--- config.mk ---
export PLATFORM = sky130hd
export DESIGN_NAME = hid_key_to_ascii_text_log_unit_flat
export DESIGN_NICKNAME = d
export VERILOG_FILES = /design/src/hdl/hkta_pkg.sv /design/src/hdl/hkta_key_if.sv /design/src/hdl/hkta_res_if.sv /design/src/hdl/hid_key_to_ascii_text_log_unit.sv /design/src/flat_wrapper.sv
export SDC_FILE = /design/constraint.sdc
export NUM_CORES = 1
export LEC_CHECK = 0
export BUFFER_PORTS_ARGS = -buffer_cell sky130_fd_sc_hd__buf_2
export CORE_MARGIN = 4
export CORE_UTILIZATION = 50
export DETAILED_ROUTE_END_ITERATION = 6
export PLACE_DENSITY = 0.69
export SLEW_MARGIN = 20
export SYNTH_ARGS = -nofsm -noshare
export SYNTH_HDL_FRONTEND = slang
export SYNTH_SLANG_ARGS = --single-unit
--- constraint.sdc ---
create_clock -name clk -period 11.8 [get_ports clk]
set_clock_uncertainty 0.05 [all_clocks]
set_input_delay 1.18 -clock clk [delete_from_list [all_inputs] [get_ports clk]]
set_output_delay 1.18 -clock clk [all_outputs]
set_load 0.02 [all_outputs]
--- src/hdl/hkta_pkg.sv ---
package hkta_pkg;

  // physical slots in the packed text view
  localparam int SLOT_COUNT = 12;
  localparam int HALF_SLOTS = 6;

  typedef logic [6:0] ascii_t;
  typedef logic [7:0] usage_t;

  localparam usage_t USAGE_A           = 8'h04;
  localparam usage_t USAGE_Z           = 8'h1D;
  localparam usage_t USAGE_1           = 8'h1E;
  localparam usage_t USAGE_0           = 8'h27;
  localparam usage_t USAGE_SPACE       = 8'h2C;
  localparam usage_t USAGE_PUNCT_FIRST = 8'h2D;
  localparam usage_t USAGE_PUNCT_LAST  = 8'h38;

  // 0xe0..0xe7: left ctrl, shift, alt, gui, then the right ones
  localparam logic [4:0] USAGE_MOD_PREFIX = 5'b11100;

  typedef enum logic [1:0] {
    SEL_CTRL  = 2'd0,
    SEL_SHIFT = 2'd1,
    SEL_ALT   = 2'd2,
    SEL_GUI   = 2'd3
  } mod_sel_t;

  localparam ascii_t ASCII_NONE    = 7'h00;
  localparam ascii_t ASCII_LOWER_A = 7'h61;
  localparam ascii_t CASE_OFFSET   = 7'h20;
  localparam ascii_t ASCII_ONE     = 7'h31;
  localparam ascii_t ASCII_ZERO    = 7'h30;
  localparam ascii_t ASCII_SPACE   = 7'h20;

  // - = [ ] \ (none) ; ' ` , . /
  localparam ascii_t PUNCT_PLAIN [12] = '{
    7'h2D, 7'h3D, 7'h5B, 7'h5D, 7'h5C, 7'h00,
    7'h3B, 7'h27, 7'h60, 7'h2C, 7'h2E, 7'h2F
  };
  // _ + { } | (none) : " ~ < > ?
  localparam ascii_t PUNCT_SHIFT [12] = '{
    7'h5F, 7'h2B, 7'h7B, 7'h7D, 7'h7C, 7'h00,
    7'h3A, 7'h22, 7'h7E, 7'h3C, 7'h3E, 7'h3F
  };
  // ! @ # $ % ^ & * ( )
  localparam ascii_t DIGIT_SHIFT [10] = '{
    7'h21, 7'h40, 7'h23, 7'h24, 7'h25,
    7'h5E, 7'h26, 7'h2A, 7'h28, 7'h29
  };

  typedef struct packed {
    logic         char_valid;
    ascii_t       char_code;
    logic         shift_held;
    logic         ctrl_held;
    logic         alt_held;
    logic         gui_held;
    logic [3:0]   text_length;
    logic [47:0]  text_first_six;
    logic [47:0]  text_last_six;
  } res_t;

  // us layout lookup, zero for keys that give no character
  function automatic ascii_t map_usage(usage_t u, logic sh);
    usage_t k;
    ascii_t c;
    c = ASCII_NONE;
    k = '0;
    if (u >= USAGE_A && u <= USAGE_Z) begin
      k = u - USAGE_A;
      c = ASCII_LOWER_A + k[6:0];
      if (sh) begin
        c = c - CASE_OFFSET;
      end
    end else if (u >= USAGE_1 && u <= USAGE_0) begin
      k = u - USAGE_1;
      if (sh) begin
        c = DIGIT_SHIFT[k[3:0]];
      end else if (u == USAGE_0) begin
        c = ASCII_ZERO;
      end else begin
        c = ASCII_ONE + k[6:0];
      end
    end else if (u == USAGE_SPACE) begin
      c = ASCII_SPACE;
    end else if (u >= USAGE_PUNCT_FIRST && u <= USAGE_PUNCT_LAST) begin
      k = u - USAGE_PUNCT_FIRST;
      c = sh ? PUNCT_SHIFT[k[3:0]] : PUNCT_PLAIN[k[3:0]];
    end
    return c;
  endfunction

endpackage

--- src/hdl/hkta_key_if.sv ---
interface hkta_key_if;
  logic                 valid;
  logic                 ready;
  hkta_pkg::usage_t     key_usage;
  logic                 key_pressed;

  modport source (output valid, output key_usage, output key_pressed, input ready);
  modport sink   (input valid, input key_usage, input key_pressed, output ready);
endinterface

--- src/hdl/hkta_res_if.sv ---
interface hkta_res_if;
  logic               valid;
  logic               ready;
  logic               char_valid;
  hkta_pkg::ascii_t   char_code;
  logic               shift_held;
  logic               ctrl_held;
  logic               alt_held;
  logic               gui_held;
  logic [3:0]         text_length;
  logic [47:0]        text_first_six;
  logic [47:0]        text_last_six;

  modport source (
    output valid, output char_valid, output char_code, output shift_held,
    output ctrl_held, output alt_held, output gui_held, output text_length,
    output text_first_six, output text_last_six, input ready
  );
  modport sink (
    input valid, input char_valid, input char_code, input shift_held,
    input ctrl_held, input alt_held, input gui_held, input text_length,
    input text_first_six, input text_last_six, output ready
  );
endinterface

--- src/hdl/hid_key_to_ascii_text_log_unit.sv ---
// channel  | dir | word
// ---------+-----+---------------------------------------------------------
// keys     | in  | key_usage, key_pressed (one keyboard event)
// report   | out | char, modifier flags, text length, packed text
//
// an accepted event updates the flags and text store and loads the report
// register at the same edge, so a new word can enter every cycle that keys.ready
// is high; the single report register is the only stage; keys.ready is low only while
// a report is held and report.ready is low
// rst (synchronous) clears the flags, the count, the store and the report valid
module hid_key_to_ascii_text_log_unit #(
  parameter int TEXT_DEPTH = 12
) (
  input  logic          clk,
  input  logic          rst,
  hkta_key_if.sink      keys,
  hkta_res_if.source    report
);

  localparam int CNT_W = $clog2(TEXT_DEPTH + 1);

  // architectural state
  logic                 shift_flag, ctrl_flag, alt_flag, gui_flag;
  logic [CNT_W-1:0]     text_count;
  hkta_pkg::ascii_t     text_store [TEXT_DEPTH];

  // report stage
  logic                 res_valid;
  hkta_pkg::res_t       res;

  // next values
  logic                 shift_next, ctrl_next, alt_next, gui_next;
  logic [CNT_W-1:0]     text_count_next;
  hkta_pkg::ascii_t     text_store_next [TEXT_DEPTH];
  hkta_pkg::ascii_t     char_next;
  hkta_pkg::ascii_t     slot_view [hkta_pkg::SLOT_COUNT];
  hkta_pkg::res_t       res_next;
  hkta_pkg::mod_sel_t   mod_sel;
  logic                 is_mod;
  logic                 append;
  logic                 full;
  logic                 accept;

  // report register frees up when taken, so input never waits on an empty stage
  assign keys.ready = ~res_valid | report.ready;
  assign accept     = keys.valid & keys.ready;

  // modifier decode: either key of a pair drives the flag, last event wins
  assign is_mod  = (keys.key_usage[7:3] == hkta_pkg::USAGE_MOD_PREFIX);
  assign mod_sel = hkta_pkg::mod_sel_t'(keys.key_usage[1:0]);

  always_comb begin
    shift_next = shift_flag;
    ctrl_next  = ctrl_flag;
    alt_next   = alt_flag;
    gui_next   = gui_flag;
    if (is_mod) begin
      unique case (mod_sel)
        hkta_pkg::SEL_CTRL:  ctrl_next  = keys.key_pressed;
        hkta_pkg::SEL_SHIFT: shift_next = keys.key_pressed;
        hkta_pkg::SEL_ALT:   alt_next   = keys.key_pressed;
        hkta_pkg::SEL_GUI:   gui_next   = keys.key_pressed;
        default:             ctrl_next  = ctrl_flag;
      endcase
    end
  end

  // lookup uses the shift flag already updated by this event
  assign char_next = keys.key_pressed ?
                     hkta_pkg::map_usage(keys.key_usage, shift_next) : hkta_pkg::ASCII_NONE;
  assign append    = (char_next != hkta_pkg::ASCII_NONE);
  assign full      = (text_count == CNT_W'(TEXT_DEPTH));

  // full store: everything moves toward slot 0, new char lands in the last slot
  // otherwise the char goes into the first empty slot
  for (genvar i = 0; i < TEXT_DEPTH; i++) begin : g_slot
    if (i == TEXT_DEPTH - 1) begin : g_last
      always_comb begin
        text_store_next[i] = text_store[i];
        if (append && (full || text_count == CNT_W'(i))) begin
          text_store_next[i] = char_next;
        end
      end
    end else begin : g_inner
      always_comb begin
        text_store_next[i] = text_store[i];
        if (append) begin
          if (full) begin
            text_store_next[i] = text_store[i+1];
          end else if (text_count == CNT_W'(i)) begin
            text_store_next[i] = char_next;
          end
        end
      end
    end
  end

  assign text_count_next = (append && !full) ? text_count + CNT_W'(1) : text_count;

  // packed view: slots past the configured depth read zero
  for (genvar i = 0; i < hkta_pkg::SLOT_COUNT; i++) begin : g_view
    if (i < TEXT_DEPTH) begin : g_used
      assign slot_view[i] = text_store_next[i];
    end else begin : g_unused
      assign slot_view[i] = hkta_pkg::ASCII_NONE;
    end
  end

  always_comb begin
    res_next                = '0;
    res_next.char_valid     = append;
    res_next.char_code      = char_next;
    res_next.shift_held     = shift_next;
    res_next.ctrl_held      = ctrl_next;
    res_next.alt_held       = alt_next;
    res_next.gui_held       = gui_next;
    res_next.text_length    = 4'(text_count_next);
    for (int i = 0; i < hkta_pkg::HALF_SLOTS; i++) begin
      res_next.text_first_six[8*i +: 8] = {1'b0, slot_view[i]};
      res_next.text_last_six[8*i +: 8]  = {1'b0, slot_view[i + hkta_pkg::HALF_SLOTS]};
    end
  end

  always_ff @(posedge clk) begin
    if (rst) begin
      shift_flag <= 1'b0;
      ctrl_flag  <= 1'b0;
      alt_flag   <= 1'b0;
      gui_flag   <= 1'b0;
      text_count <= '0;
      res_valid  <= 1'b0;
      for (int i = 0; i < TEXT_DEPTH; i++) begin
        text_store[i] <= hkta_pkg::ASCII_NONE;
      end
    end else begin
      if (accept) begin
        shift_flag <= shift_next;
        ctrl_flag  <= ctrl_next;
        alt_flag   <= alt_next;
        gui_flag   <= gui_next;
        text_count <= text_count_next;
        res_valid  <= 1'b1;
        for (int i = 0; i < TEXT_DEPTH; i++) begin
          text_store[i] <= text_store_next[i];
        end
      end else if (report.ready) begin
        res_valid <= 1'b0;
      end
    end
  end

  // report payload, no reset needed
  always_ff @(posedge clk) begin
    if (accept) begin
      res <= res_next;
    end
  end

  assign report.valid          = res_valid;
  assign report.char_valid     = res.char_valid;
  assign report.char_code      = res.char_code;
  assign report.shift_held     = res.shift_held;
  assign report.ctrl_held      = res.ctrl_held;
  assign report.alt_held       = res.alt_held;
  assign report.gui_held       = res.gui_held;
  assign report.text_length    = res.text_length;
  assign report.text_first_six = res.text_first_six;
  assign report.text_last_six  = res.text_last_six;

  // every accepted word shows up in the report register next cycle
  a_accept_reports: assert property (@(posedge clk) disable iff (rst)
    accept |=> res_valid)
    else $error("accepted word produced no report");

  // count never passes the store depth
  a_count_bound: assert property (@(posedge clk) disable iff (rst)
    text_count <= CNT_W'(TEXT_DEPTH))
    else $error("text count beyond depth");

  // count only ever grows by one, and only on an accepted word
  a_count_step: assert property (@(posedge clk) disable iff (rst)
    1'b1 |=> (text_count == $past(text_count)) ||
             ($past(accept) && text_count == $past(text_count) + CNT_W'(1)))
    else $error("text count moved unexpectedly");

  // reported length tracks the count after the word
  a_length_match: assert property (@(posedge clk) disable iff (rst)
    accept |=> report.text_length == 4'(text_count))
    else $error("reported length disagrees with count");

  // a reported character is never the empty code
  a_char_nonzero: assert property (@(posedge clk) disable iff (rst)
    (res_valid && res.char_valid) |-> res.char_code != hkta_pkg::ASCII_NONE)
    else $error("valid char with empty code");

endmodule

--- src/flat_wrapper.sv ---
// flat-port wrapper written by rule: the top's interface ports become plain ports
module hid_key_to_ascii_text_log_unit_flat 
#(
  parameter int TEXT_DEPTH = 12
)
  (clk, rst, keys_valid, keys_key_usage, keys_key_pressed, keys_ready, report_valid, report_char_valid, report_char_code, report_shift_held, report_ctrl_held, report_alt_held, report_gui_held, report_text_length, report_text_first_six, report_text_last_six, report_ready);
  hkta_key_if keys_i ();
  hkta_res_if report_i ();
  input  logic clk;
  input  logic rst;
  input wire logic [$bits(keys_i.valid)-1:0] keys_valid;
  input wire logic [$bits(keys_i.key_usage)-1:0] keys_key_usage;
  input wire logic [$bits(keys_i.key_pressed)-1:0] keys_key_pressed;
  output wire logic [$bits(keys_i.ready)-1:0] keys_ready;
  output wire logic [$bits(report_i.valid)-1:0] report_valid;
  output wire logic [$bits(report_i.char_valid)-1:0] report_char_valid;
  output wire logic [$bits(report_i.char_code)-1:0] report_char_code;
  output wire logic [$bits(report_i.shift_held)-1:0] report_shift_held;
  output wire logic [$bits(report_i.ctrl_held)-1:0] report_ctrl_held;
  output wire logic [$bits(report_i.alt_held)-1:0] report_alt_held;
  output wire logic [$bits(report_i.gui_held)-1:0] report_gui_held;
  output wire logic [$bits(report_i.text_length)-1:0] report_text_length;
  output wire logic [$bits(report_i.text_first_six)-1:0] report_text_first_six;
  output wire logic [$bits(report_i.text_last_six)-1:0] report_text_last_six;
  input wire logic [$bits(report_i.ready)-1:0] report_ready;
  assign keys_i.valid = keys_valid;
  assign keys_i.key_usage = keys_key_usage;
  assign keys_i.key_pressed = keys_key_pressed;
  assign keys_ready = keys_i.ready;
  assign report_valid = report_i.valid;
  assign report_char_valid = report_i.char_valid;
  assign report_char_code = report_i.char_code;
  assign report_shift_held = report_i.shift_held;
  assign report_ctrl_held = report_i.ctrl_held;
  assign report_alt_held = report_i.alt_held;
  assign report_gui_held = report_i.gui_held;
  assign report_text_length = report_i.text_length;
  assign report_text_first_six = report_i.text_first_six;
  assign report_text_last_six = report_i.text_last_six;
  assign report_i.ready = report_ready;
  hid_key_to_ascii_text_log_unit #(.TEXT_DEPTH(TEXT_DEPTH)) u_core (.clk(clk), .rst(rst), .keys(keys_i), .report(report_i));
endmodule
==> out/results.ini <==
[pwr]
p_leak_nw = 4.45
ir_drop_mv = 0.0937
total_power_w = 0.00166
powerDensity_mw_per_mm2 = 141

[cts]
root_buffer = clkbuf_16
path_clk_slew_ns = 0.08
clkLatencyLatePin_ns = 0.44
clock_sinks = 193
htree_levels = 4
cts_tree = yes
ctsResizeCount = 0
postCtsSetupRepairBufs = 0
clockBufferDepth = 2
cts_buffers = 17
cts_hold_buf = 0

[timing]
finalHoldViolations = 0
worst_pin_slew_ns = 0.965
post-route-period-util = 0.488
min_period_ns = 5.75
setup_viol = 0
fin_setup_tns_ns = 0
worst_hold_slack_ns = 0.414
max_clock_freq_ghz = 0.174
max_slew_margin = 0.354
rsz0062_at_grt = no
timing.final.max_slew_violations = 0

[logic_synthesis]
synth_area_mm2 = 0.0106
synth_area_leader_cell = edfxtp_1
ys_types = 88
synth-async-reset-ratio = 0
synth_edf_count = 184
postSynthCellCount = 953
synth.avg_cell_area_um2 = 11.2
synth_top_family_by_area = compound AO/OA/AOI/OAI gates
synth_simple_gate_area_frac = 0.0800
synth_top_flop_cell = edfxtp_1
synth-adder-area-share = 0.0198
synth-xor-area-share = 0.0107
netlist_top_cells_area = edfxtp_1 (52%), a21oi_1 (4.3%), a211oi_1 (3.3%), inv_1 (3.0%), nand2_1 (2.5%)
synth_compound_area_frac = 0.249
yosysMostFrequentCell = edfxtp_1
yosysSeqAreaShare = 0.537
yosys_register_bits = 193
synthMuxAreaShare = 0.0272
synth.yosys.warnings = 0
synthTopCellsByCount = edfxtp_1 (184), a21oi_1 (91), inv_1 (86)
synth_top_cell_area_share = 0.520

[setup_path]
rrSetupSlack_ns = 7.29
worst_ep_required_time_ns = 11.95
cp-end-kind = register
slowest_delay_ns = 0.82
r2r_cells = 9
crit_slowest_cell = nand4bb_1
crit_type = input port to register
path_cells = buf_2 -> inv_1 -> ha_1 -> inv_2 -> o31ai_4 -> and3_1 -> a32oi_1 -> o221ai_2 -> nand4bb_1 -> o21ai_2 -> mux2_2
path_max_fanout = 16
crit_path_start_kind = input port
crit_arrival_ns = 5.90

[global_routing]
grt_pass1_vias = 7754
grt_pass1_wl_um = 45000
overflow = 0
grt_max_degree = 76
grt_usage = 0.239
antenna_found_initial = 0

[cells_and_area]
nNetsFinal = 1056
post-route-util = 0.564
fillers = 1808
antenna_cells = 0
syn_to_final_growth_pct = 11.1
drive_above_1_share = 0.207

[floorplan]
die-area_mm2 = 0.0237
die_y_um = 154
core_mm2 = 0.0210
initial_utilization = 0.507
ios = 127
std_cell_rows = 53
dieWidth_um = 154

[placed_design]
gp_congestion = 0.886
io_buffers = 114
dp_hpwl_um = 19200

[routing]
antenna_left = 0
viasPerCell = 6.28
drt_iter0_drc = 866
wirelength_um = 28800
dr.pass1.iters = 5
drc_errors = 0
wl_per_cell_um = 21.9
vias = 8253

[status]
outcome = completed

[run]
cap_violations = 0

[min_path]
whs_path_depth = 2
worstHoldPathType = register to register

## state kept, by name (all words and copies together) (netlist names), 4 cells and up
signal and cells:
u_core.text_store 84, u_core.report.text_length 4, u_core.report.char_code 7, u_core.report.text_first_six 42, u_core.report.text_last_six 42, u_core.text_count 4
## layout by cell type, fill, tap and decap left out, drive strengths merged, types with 12 or more instances in the layout
| master | instances |
|---|---|
| a211oi | 48 |
| a21oi | 94 |
| a221oi | 31 |
| a22oi | 31 |
| a2bb2oi | 22 |
| and2 | 13 |
| buf | 129 |
| clkbuf | 18 |
| conb | 12 |
| edfxtp | 184 |
| ha | 16 |
| inv | 97 |
| mux2 | 15 |
| mux2i | 12 |
| nand2 | 73 |
| nor2 | 20 |
| o21ai | 35 |
| o22ai | 33 |
## power by group
part / total, W / switching [W] / internal [W] / leakage, nW
logic: 0.000266 / 0.000192 / 0.0000743 / 2.18
registers: 0.000834 / 0.0000210 / 0.000813 / 1.99
clock network: 0.000562 / 0.000282 / 0.000281 / 0.272
total: 0.00166 / 0.000495 / 0.00117 / 4.45
## kinds of logic after synthesis
logic type,Yosys count
compound gates,363
xor+xnor,10
fa+ha+maj,17
buf+inv,176
flops,193
mux,27
other cells,1
simple gates,166
## critical path: cells and delay by family
family	cells	cell delay [ns]
AND/OR/NAND/NOR	2	1.14
multiplexers	1	0.41
AO/OA/AOI/OAI	4	2.11
adder cells (fa/ha/maj)	1	0.52
buffers and inverters	3	0.53
## layout make-up
cell class / count / area, µm² / share of cell area
Clock buffer: 18 / 429 / 0.0363
Timing Repair Buffer: 129 / 683 / 0.0578
Sequential cell: 193 / 5710 / 0.483
Inverter: 91 / 344 / 0.0291
Tap cell: 275 / 344 / 0.0291
Multi-Input combinational cell: 595 / 4170 / 0.353
Clock inverter: 14 / 143 / 0.0121
## layer usage
metal / track usage / share of wire / vias to the layer above
li1: - / - / 3800
met1: 0.351 / 0.45 / 4012
met2: 0.363 / 0.45 / 392
met3: 0.0448 / 0.073 / 49
met4: 0.0761 / 0.024 / 0
met5: 0 / 0 / -
## through the flow
step / instance area, µm² / instances / setup slack, ns
2_1_floorplan: 10700 / 964 / 6.51
3_3_place_gp: 11200 / 1283 / 5.77
3_5_place_dp: 11200 / 1283 / 5.73
4_1_cts: 11800 / 1315 / 6.18
5_1_grt: 11800 / 1315 / 5.78
6_report: 11800 / 1315 / 6.05
## final timing paths
check | start | to
max | keys_key_usage[1] | u_core.report.text_last_six[18]
min | u_core.alt_flag | u_core.alt_flag
max reg2reg | u_core.shift_flag | u_core.report.text_last_six[18]
min reg2reg | u_core.alt_flag | u_core.alt_flag
Note: power is estimated with default switching activity, not from simulation.
